[config.mk]
export PLATFORM = sky130hd
export DESIGN_NAME = tct_ctrl
export DESIGN_NICKNAME = d
export VERILOG_FILES = /design/src/sv/tct_pkg.sv /design/src/sv/tct_ctrl.sv
export VERILOG_INCLUDE_DIRS = /design/src /design/src/sv
export SDC_FILE = /design/constraint.sdc
export NUM_CORES = 1
export LEC_CHECK = 0
export BUFFER_PORTS_ARGS = -buffer_cell sky130_fd_sc_hd__clkbuf_2
export CELL_PAD_IN_SITES_DETAIL_PLACEMENT = 0
export CELL_PAD_IN_SITES_GLOBAL_PLACEMENT = 1
export CORE_AREA = 3 3 40 42
export DETAILED_ROUTE_END_ITERATION = 16
export DIE_AREA = 0 0 43 45
export PLACE_DENSITY = 0.38
export SLEW_MARGIN = 15
export SYNTH_ARGS = -nofsm -noshare
export SYNTH_HDL_FRONTEND = slang
export SYNTH_SLANG_ARGS = --single-unit
[constraint.sdc]
create_clock -name clk -period 0.8 [get_ports clk]
set_input_delay 0.16 -clock clk [delete_from_list [all_inputs] [get_ports clk]]
set_output_delay 0.16 -clock clk [all_outputs]
set_load 0.05 [all_outputs]
[src/sv/tcp_connection_tracker_top_defines.svh]
// Assertion macros used by the connection tracker controller.
`ifndef TCP_CONNECTION_TRACKER_TOP_DEFINES_SVH
`define TCP_CONNECTION_TRACKER_TOP_DEFINES_SVH
// Same-cycle implication checked on every clock edge outside reset.
`define TCT_ASSERT_NOW(lbl, ante, cons) \
  lbl: assert property (@(posedge clk) disable iff (rst) (ante) |-> (cons)) \
    else $error("tracker assertion failed");
// Next-cycle implication checked on every clock edge outside reset.
`define TCT_ASSERT_NEXT(lbl, ante, cons) \
  lbl: assert property (@(posedge clk) disable iff (rst) (ante) |=> (cons)) \
    else $error("tracker assertion failed");
`endif

[src/sv/tct_pkg.sv]
// Package with types and constants of the TCP connection tracker.
`timescale 1ns / 1ps
`default_nettype none
package tct_pkg;
  localparam int MAX_CONNS = 64;
  localparam int IDX_W = $clog2(MAX_CONNS);
  localparam int CNT_W = $clog2(MAX_CONNS + 1);
  localparam int IDX_EXT_W = (IDX_W > 6) ? IDX_W : 6;

  typedef enum logic [2:0] {
    ST_SYN_SENT    = 3'd0,
    ST_SYN_RCVD    = 3'd1,
    ST_ESTABLISHED = 3'd2,
    ST_FIN_WAIT_1  = 3'd3,
    ST_FIN_WAIT_2  = 3'd4,
    ST_TIME_WAIT   = 3'd5,
    ST_CLOSED      = 3'd6,
    ST_RESET       = 3'd7
  } conn_status_t;

  typedef enum logic [2:0] {
    OUT_NEW     = 3'd0,
    OUT_SAME    = 3'd1,
    OUT_CHANGED = 3'd2,
    OUT_NOMATCH = 3'd3,
    OUT_FULL    = 3'd4
  } outcome_t;

  typedef enum logic [1:0] {
    FSM_IDLE,
    FSM_MATCH,
    FSM_APPLY
  } fsm_state_t;

  typedef struct packed {
    logic capture;
    logic match;
    logic apply;
  } tct_cmd_t;
endpackage
`default_nettype wire

[src/sv/tct_ctrl.sv]
// Controller state machine of the connection tracker.
`timescale 1ns / 1ps
`default_nettype none
`include "tcp_connection_tracker_top_defines.svh"
module tct_ctrl (
  input  wire logic          clk,
  input  wire logic          rst,
  input  wire logic          in_valid,
  output logic               in_ready,
  output logic               out_valid,
  input  wire logic          out_ready,
  output tct_pkg::tct_cmd_t  cmd
);
  import tct_pkg::*;

  fsm_state_t state, state_next;
  logic out_valid_next;
  logic out_free;

  assign out_free = !out_valid || out_ready;

  always_comb begin
    state_next = state;
    case (state)
      FSM_IDLE:  if (in_valid) state_next = FSM_MATCH;
      FSM_MATCH: state_next = FSM_APPLY;
      FSM_APPLY: if (out_free) state_next = FSM_IDLE;
      default:   state_next = FSM_IDLE;
    endcase
  end

  always_comb begin
    in_ready = 1'b0;
    cmd = '0;
    case (state)
      FSM_IDLE: begin
        in_ready = 1'b1;
        cmd.capture = in_valid;
      end
      FSM_MATCH: cmd.match = 1'b1;
      FSM_APPLY: cmd.apply = out_free;
      default: cmd = '0;
    endcase
  end

  always_comb begin
    out_valid_next = out_valid;
    if (cmd.apply) out_valid_next = 1'b1;
    else if (out_ready) out_valid_next = 1'b0;
  end

  always_ff @(posedge clk) begin
    if (rst) begin
      state <= FSM_IDLE;
      out_valid <= 1'b0;
    end else begin
      state <= state_next;
      out_valid <= out_valid_next;
    end
  end

  `TCT_ASSERT_NEXT(a_capture_then_match, cmd.capture, state == FSM_MATCH)
  `TCT_ASSERT_NEXT(a_apply_sets_valid, cmd.apply, out_valid)
  `TCT_ASSERT_NOW(a_apply_needs_room, cmd.apply, !out_valid || out_ready)
endmodule
`default_nettype wire

; ---- Yosys cells after proc, flatten, opt, wreduce, memory -nomap -nowiden
; Index checks and enable logic that the tools add are counted.
[totals]
register_bits = 3
out_inout_bits = 5
wordCells = 20
[op_classes]
n_mux = 9
n_reduce_logical = 5
eq_ne = 4
[ops]
columns = op, n
row1 = two-way mux 1 bit, 6
row2 = one-hot mux 2 bit (3 select lines), 1
row3 = two-way mux 2 bit, 2
row4 = != test 2 bit (second input constant), 2
row5 = == test 2 x 1 -> 1 bit (second input constant), 1
row6 = == test 2 bit (second input constant), 1
row7 = zero test 2 bit, 1
row8 = AND reduction 2 bit, 1
row9 = nonzero test 2 bit, 1
row10 = zero test 1 bit, 1
row11 = logical OR 1 bit, 1

; ---- Logic depth before layout (Yosys ltp)
; Gate-level depths: netlist of run 1.
[depth]
ltp_word = 4
ltp_mapped = 3
ltp_nobuf = 2

; ---- Worst setup path before layout of run 1
; Ideal clock, no wire load.
[synth_timing]
kind = register to register
from = reg state[0]
to = reg state[0]
slack_ps = -483
path_buffers = 0
path_stages_with_launch = 3
synth_period_minus_slack_ps = 1283
required_ps = 733
arrival_ps = 1216
cell_sequence = dfxtp_1 -> nor3b_2 -> nor2b_1
[synth_between]
elab_chain_cells = 3
word_cells_on_any_way = 7
[synth_lines]
columns = item, line_no
row1 = start: declaration, tct_ctrl.sv:16  ; fsm_state_t state, state_next;
row2 = start signal: assignment, tct_ctrl.sv:57  ; state <= state_next;
row3 = == test 2 bit / zero test 2 bit (equally long branches), tct_ctrl.sv:24  ; case (state)
row4 = != test 2 bit (no source line), n/a
row5 = AND reduction 2 bit (no source line), n/a
; Several ways; a longest one is shown, not always the timed one.
; A chain may end at the register's enable or synchronous reset.

==> summary.txt, run 1 <==
Drt
  • DRC: 0
  • Pre-Repair DR Iteration Count: 3
  • Antenna viol nets, final: 0
  • WL final: ~360 µm
  • DRT iter0 DRCs: 4
  • Vias: 161
  • Routed WL per cell: 8.04 µm
  • Vias per cell: 3.58

Hold path
  • Hold endpoint: out_valid$_SDFFE_PP0P_
  • HP Start: rst
  • Worst hold stages: 2
  • Hold Path Class: in -> reg

Yosys
  • Main synth FF type: dfxtp_1
  • Top-count cell post-synth: dfxtp_1
  • YS warnings: 0
  • Yosys reg bits: 3
  • Synth area leader: dfxtp_1
  • Top cells by count, synth: dfxtp_1, nand2b_1, nor2b_1
  • EDFF count, synth: 0
  • Mapped Cells: 14
  • Syn avg cell area: roughly 10 µm²
  • Async SR Flop Fraction: 0
  • Synth area leaders: dfxtp_1, and4bb_1, nand2b_1
  • Mapped Nets: 18
  • Yosys cell types: 10
  • Seq/Total Area, Yosys: 0.410
  • Yosys top cell area share: 0.410
  • Cell area after synthesis: about 150 µm²

Setup path
  • Critical Path RT: about 640 ps
  • Reg2Reg Depth: 4
  • Setup Crit Path Kind: reg -> out
  • Crit Path Max Fanout: 3
  • Crit path launch: state[0]$_SDFFE_PP0P_
  • Arrival @ worst endpoint: about 1000 ps
  • Buf/Inv on CP: 2
  • Critical R2R Capture: state[1]$_SDFFE_PP0P_
  • Worst R2R Start: state[0]$_SDFFE_PP0P_
  • Worst Setup End Kind: primary output
  • Startpoint class of the critical path: register
  • Critical path, cell by cell: buf_6 -> nor3b_4 -> buf_12
  • Largest delay share family, worst path: flip-flops
  • CP max stage cell: dfxtp_2
  • R2R Setup Slk: -180 ps
  • Max stage delay on crit path: roughly 320 ps

Floorplan
  • Die width: ~43 µm
  • Cell Rows: 13
  • Core region area: between 0.001 and 0.0015 mm²
  • Die area: 0.00194 mm²
  • Initial Util: 0.114
  • Die H: between 40 and 50 µm
  • Boundary pin count: 9

Power and ir drop
  • Leak: between 0.00015 and 0.0002 µW
  • Pwr Total: between 600 and 700 µW
  • Pwr per Cell Area: between 1500 and 2000 mW/mm²
  • Worst vdd ir: 0.000815 V

Cells and area
  • Share of cells above drive strength 1: 0.767
  • Diode count: 0
  • Nets: 35
  • Filler Cell Count: 136
  • Fin cells: between 40 and 50
  • Design area: ~390 µm²
  • Synthesis-to-layout area growth: 164%

Clocking
  • CTS Buf Count: 3
  • CTS tree: built
  • CTS Root Cell: clkbuf_4
  • Clock transition at path regs: 30 ps
  • Htree depth: 1
  • CTS Sinks: 3
  • CTS Hold Bufs: 0
  • Clock Tree Buf Depth: 2
  • Skew-Pair Late Insertion Delay: ~230 ps

Placed design
  • RD Place Congestion: about 0.66
  • DP Area: ~290 µm²
  • DPL Wire Length: between 200 and 300 µm
  • Port bufs: 8
  • Cells after DPL: 40

Timing
  • Final Hold Fails: 0
  • Final setup vio count: 7
  • Pins Over Slew Limit: 0
  • Worst Tran Pin Value: between 200 and 250 ps
  • Tmin final: 1200 ps
  • Tcrit/Tclk final: 1.50
  • Worst hold margin: approximately 110 ps
  • Max_slew headroom: 0.862
  • Clk_skew: 2.00 ps
  • RSZ-0062 raised after global routing: yes
  • Setup TNS: -1960 ps
  • Final worst setup slack: -402 ps
  • Fmax: between 800 and 900 MHz

Global routing
  • Largest net degree at the start of global routing: 5
  • Total GRT Usage: 0.0532
  • Vias in the first global route: between 150 and 200
  • GRT overflow: 0
  • Global-route wire length before repair: around 660 µm
  • Antenna violations before repair: 0

Run status
  • Status: finished with violations
  • Failing checks: setup timing

Run
  • Max Cap Viol: 0
routing by layer:
metal	global-route usage	up-vias	routed length [µm]	part of all wire
met5	0	-	0	0
met4	0.0361	0	6	0.017
met3	0.0637	2	48	0.13
met2	0.0629	10	143	0.40
met1	0.0505	70	164	0.45
li1	-	79	-	-
repair_timing:
action / in CTS / in global routing
pin swaps: 2 / 1
buffers inserted: 1 / 0
gates resized for setup: 14 / 0
setup endpoints to repair: 7 / 7
gates cloned: 0 / 0
cell families after synthesis:
group / count (synthesis) / synth area share
simple gates: 8 / 0.436
flops: 3 / 0.410
compound gates: 2 / 0.103
buf+inv: 1 / 0.0513
where the power goes:
group	total [µW]	switching, µW	internal, µW
Sequential	161	7.07	154
Clock	255	69.2	186
Combinational	200	90.2	110
Total	617	166	450
through the flow:
stage	util	setup WS [ps]
floorplan	-	-292
global placement	0.223	-209
detailed placement	0.223	-202
CTS	0.301	-446
global route	0.301	-457
finish	0.301	-402
sequential cells by signal, indices dropped and copies added (netlist names):
register and cells:
state 2, out_valid 1
worst max-delay path by stage:
stage	slack, ps	end	depth (start not counted)
after floorplan	-290	state[0]$_SDFFE_PP0P_	2
final	-400	cmd[2]	3
after CTS	-450	cmd[2]	3
after detailed placement	-200	cmd[2]	3
after global placement	-210	cmd[0]	3
after global routing	-460	cmd[2]	3
cell type report:
cell class                      instances  area (µm²)  share of cell area
Timing Repair Buffer                   13         178               0.460
Clock buffer                            4        26.3              0.0680
Sequential cell                         3        68.8               0.178
Tap cell                               15        18.8              0.0485
Multi-Input combinational cell         10        95.1               0.246
layout by cell type (no fill, tap or decap), types with 2 or more instances in the layout:
master | netlist | routed
dfxtp_4 | 0 | 2
buf_12 | 0 | 3
nand2b_1 | 2 | 2
clkbuf_2 | 0 | 3
clkbuf_4 | 0 | 3
buf_6 | 0 | 4
clkbuf_16 | 0 | 2
(Power assumes the default switching activity.)
==> inputs of run 2 (changes only) <==
Settings changed: BUFFER_PORTS_ARGS -buffer_cell sky130_fd_sc_hd__clkbuf_2 to -buffer_cell sky130_fd_sc_hd__buf_4.
==> summary.txt, run 2 (same netlist as run 1, synthesis figures left out) <==
Power and ir drop
  • Leak: 0.000156 µW (-11%)
  • Worst vdd ir: 0.00110 V (+35%)
  • Pwr Total: 579 µW (-6.1%)
  • Pwr per Cell Area: 1740 mW/mm² (+9.0%)

Clocking
  • Htree depth: 1 (unchanged)
  • Clock transition at path regs: 30 ps (about the same)
  • CTS Root Cell: clkbuf_4
  • Skew-Pair Late Insertion Delay: 230 ps (about the same)
  • Clock Tree Buf Depth: 2 (unchanged)
  • CTS Hold Bufs: 0 (unchanged)
  • CTS tree: built
  • CTS Buf Count: 3 (unchanged)
  • CTS Sinks: 3 (unchanged)

Placed design
  • DPL Wire Length: 281 µm (-2.0%)
  • RD Place Congestion: 0.629 (-5.1%)
  • Port bufs: 8 (unchanged)
  • Cells after DPL: 39 (-2.5%)

Setup path
  • Setup Crit Path Kind: reg -> out
  • Max stage delay on crit path: 350 ps (+30 ps)
  • Reg2Reg Depth: 2 (-2)
  • Arrival @ worst endpoint: 1000 ps (-40 ps)
  • Crit Path Max Fanout: 5 (+2)
  • Critical Path RT: 640 ps (about the same)
  • Worst Setup End Kind: primary output
  • Critical path, cell by cell: nand2b_4 -> nor2b_4 -> buf_6
  • Startpoint class of the critical path: register
  • CP max stage cell: dfxtp_4

Drt
  • Antenna viol nets, final: 0 (unchanged)
  • Routed WL per cell: 8.63 µm (+7.3%)
  • DRC: 0 (unchanged)
  • Vias: 152 (-5.6%)
  • DRT iter0 DRCs: 1 (-3)
  • Pre-Repair DR Iteration Count: 2 (-1)
  • Vias per cell: 3.53 (-1.2%)
  • WL final: 371 µm (+2.5%)

Cells and area
  • Reg with most FFs: state
  • Fin cells: 43 (-4.4%)
  • Share of cells above drive strength 1: 0.786 (+0.0190)
  • Synthesis-to-layout area growth: 127%
  • Nets: 33 (-5.7%)
  • Leading cell type in the layout, fill and taps excluded: buf_4
  • Top Registers: state x2, out_valid x1
  • Commonest non-fill, non-tap cells in the layout: buf_4, clkbuf_4, dfxtp_4, buf_6, buf_8
  • Max reg flops: 2 (unchanged)
  • Diode count: 0 (unchanged)
  • Final Util: 0.259 (-0.0419)

Global routing
  • Vias in the first global route: 156 (-10%)
  • Total GRT Usage: 0.0499 (-0.00337)
  • Largest net degree at the start of global routing: 6 (+1)
  • Antenna violations before repair: 0 (unchanged)
  • GRT overflow: 0 (unchanged)
  • Global-route wire length before repair: 669 µm (+1.1%)

Floorplan
  • Die area: 0.00194 mm² (unchanged)
  • Cell Rows: 13 (unchanged)
  • Die H: 45 µm (unchanged)
  • Initial Util: 0.114 (unchanged)
  • Die width: 43 µm (unchanged)
  • Boundary pin count: 9 (unchanged)
  • Core region area: 0.00128 mm² (unchanged)

Timing
  • RSZ-0062 raised after global routing: yes
  • Tmin final: 1160 ps (-44.4 ps)
  • Pins Over Slew Limit: 0 (unchanged)
  • Final worst setup slack: -357 ps (+44.4 ps)
  • Tcrit/Tclk final: 1.45 (-0.0555)
  • Max_slew headroom: 0.894 (+0.0316)
  • Worst Tran Pin Value: 159 ps (-47.3 ps)
  • Fmax: 864 MHz (+3.8%)
  • Final Hold Fails: 0 (unchanged)
  • Clk_skew: 0.630 ps (-1.37 ps)
  • Final setup vio count: 6 (-1)

Run status
  • Status: finished with violations
  • Failing checks: setup timing

Hold path
  • Worst hold stages: 2 (unchanged)
  • Hold Path Class: in -> reg

Run
  • Max Cap Viol: 0 (unchanged)
[run 2: area by class of cell]
cell class,count,area (µm²)
Sequential cell,3,71.3
Clock buffer,4,26.3
Fill cell,142,952
Multi-Input combinational cell,10,108
Timing Repair Buffer,11,109
Tap cell,15,18.8
[run 2: layer usage]
metal	GRT usage	wire length, µm
met3	0.0518	53
met5	0	0
met2	0.0629	150
met1	0.0552	166
met4	0.0181	0
[run 2: timing repair]
action	4_1_cts	5_1_grt
setup buffers	0	0
endpoints found under the hold margin	0	0
setup endpoints to repair	6	7
gates resized for setup	11	3
pin swaps	1	1
[run 2: power breakdown]
| part | internal (µW) | leakage [µW] | switching [µW] | total, µW |
|---|---|---|---|---|
| sequential | 153 | 0.0000267 | 12.1 | 165 |
| clock | 186 | 0.0000150 | 70.7 | 257 |
| combinational | 76.9 | 0.000114 | 79.9 | 157 |
| total | 416 | 0.000156 | 163 | 579 |
[run 2: path summary, 6_finish.rpt]
kind                                       startpoint  slack (ps)                endpoint
worst max register to register  state[1]$_SDFFE_PP0P_         -50   state[1]$_SDFFE_PP0P_
worst min register to register  state[1]$_SDFFE_PP0P_         540  out_valid$_SDFFE_PP0P_
worst min-delay path                              rst          90  out_valid$_SDFFE_PP0P_
worst max-delay path            state[0]$_SDFFE_PP0P_        -360                  cmd[0]
[run 2: worst max-delay path, delay by kind of cell (launching register included)]
| kind | cells | cell delay [ps] |
|---|---|---|
| buf+inv | 1 | 160 |
| simple gates | 2 | 260 |
| flops | 1 | 350 |
[run 2: per-stage QoR]
| step | hold slack [ps] | worst slack, ps | TNS (ps) | cell area [µm²] |
|---|---|---|---|---|
| after global routing | 75.7 | -418 | -1780 | 333 |
| after CTS | 87.9 | -375 | -1590 | 320 |
| final | 92.6 | -357 | -1480 | 333 |
| after global placement | 329 | -197 | -689 | 254 |
| after detailed placement | 331 | -225 | -748 | 254 |
| after floorplan | 219 | -292 | -958 | 160 |
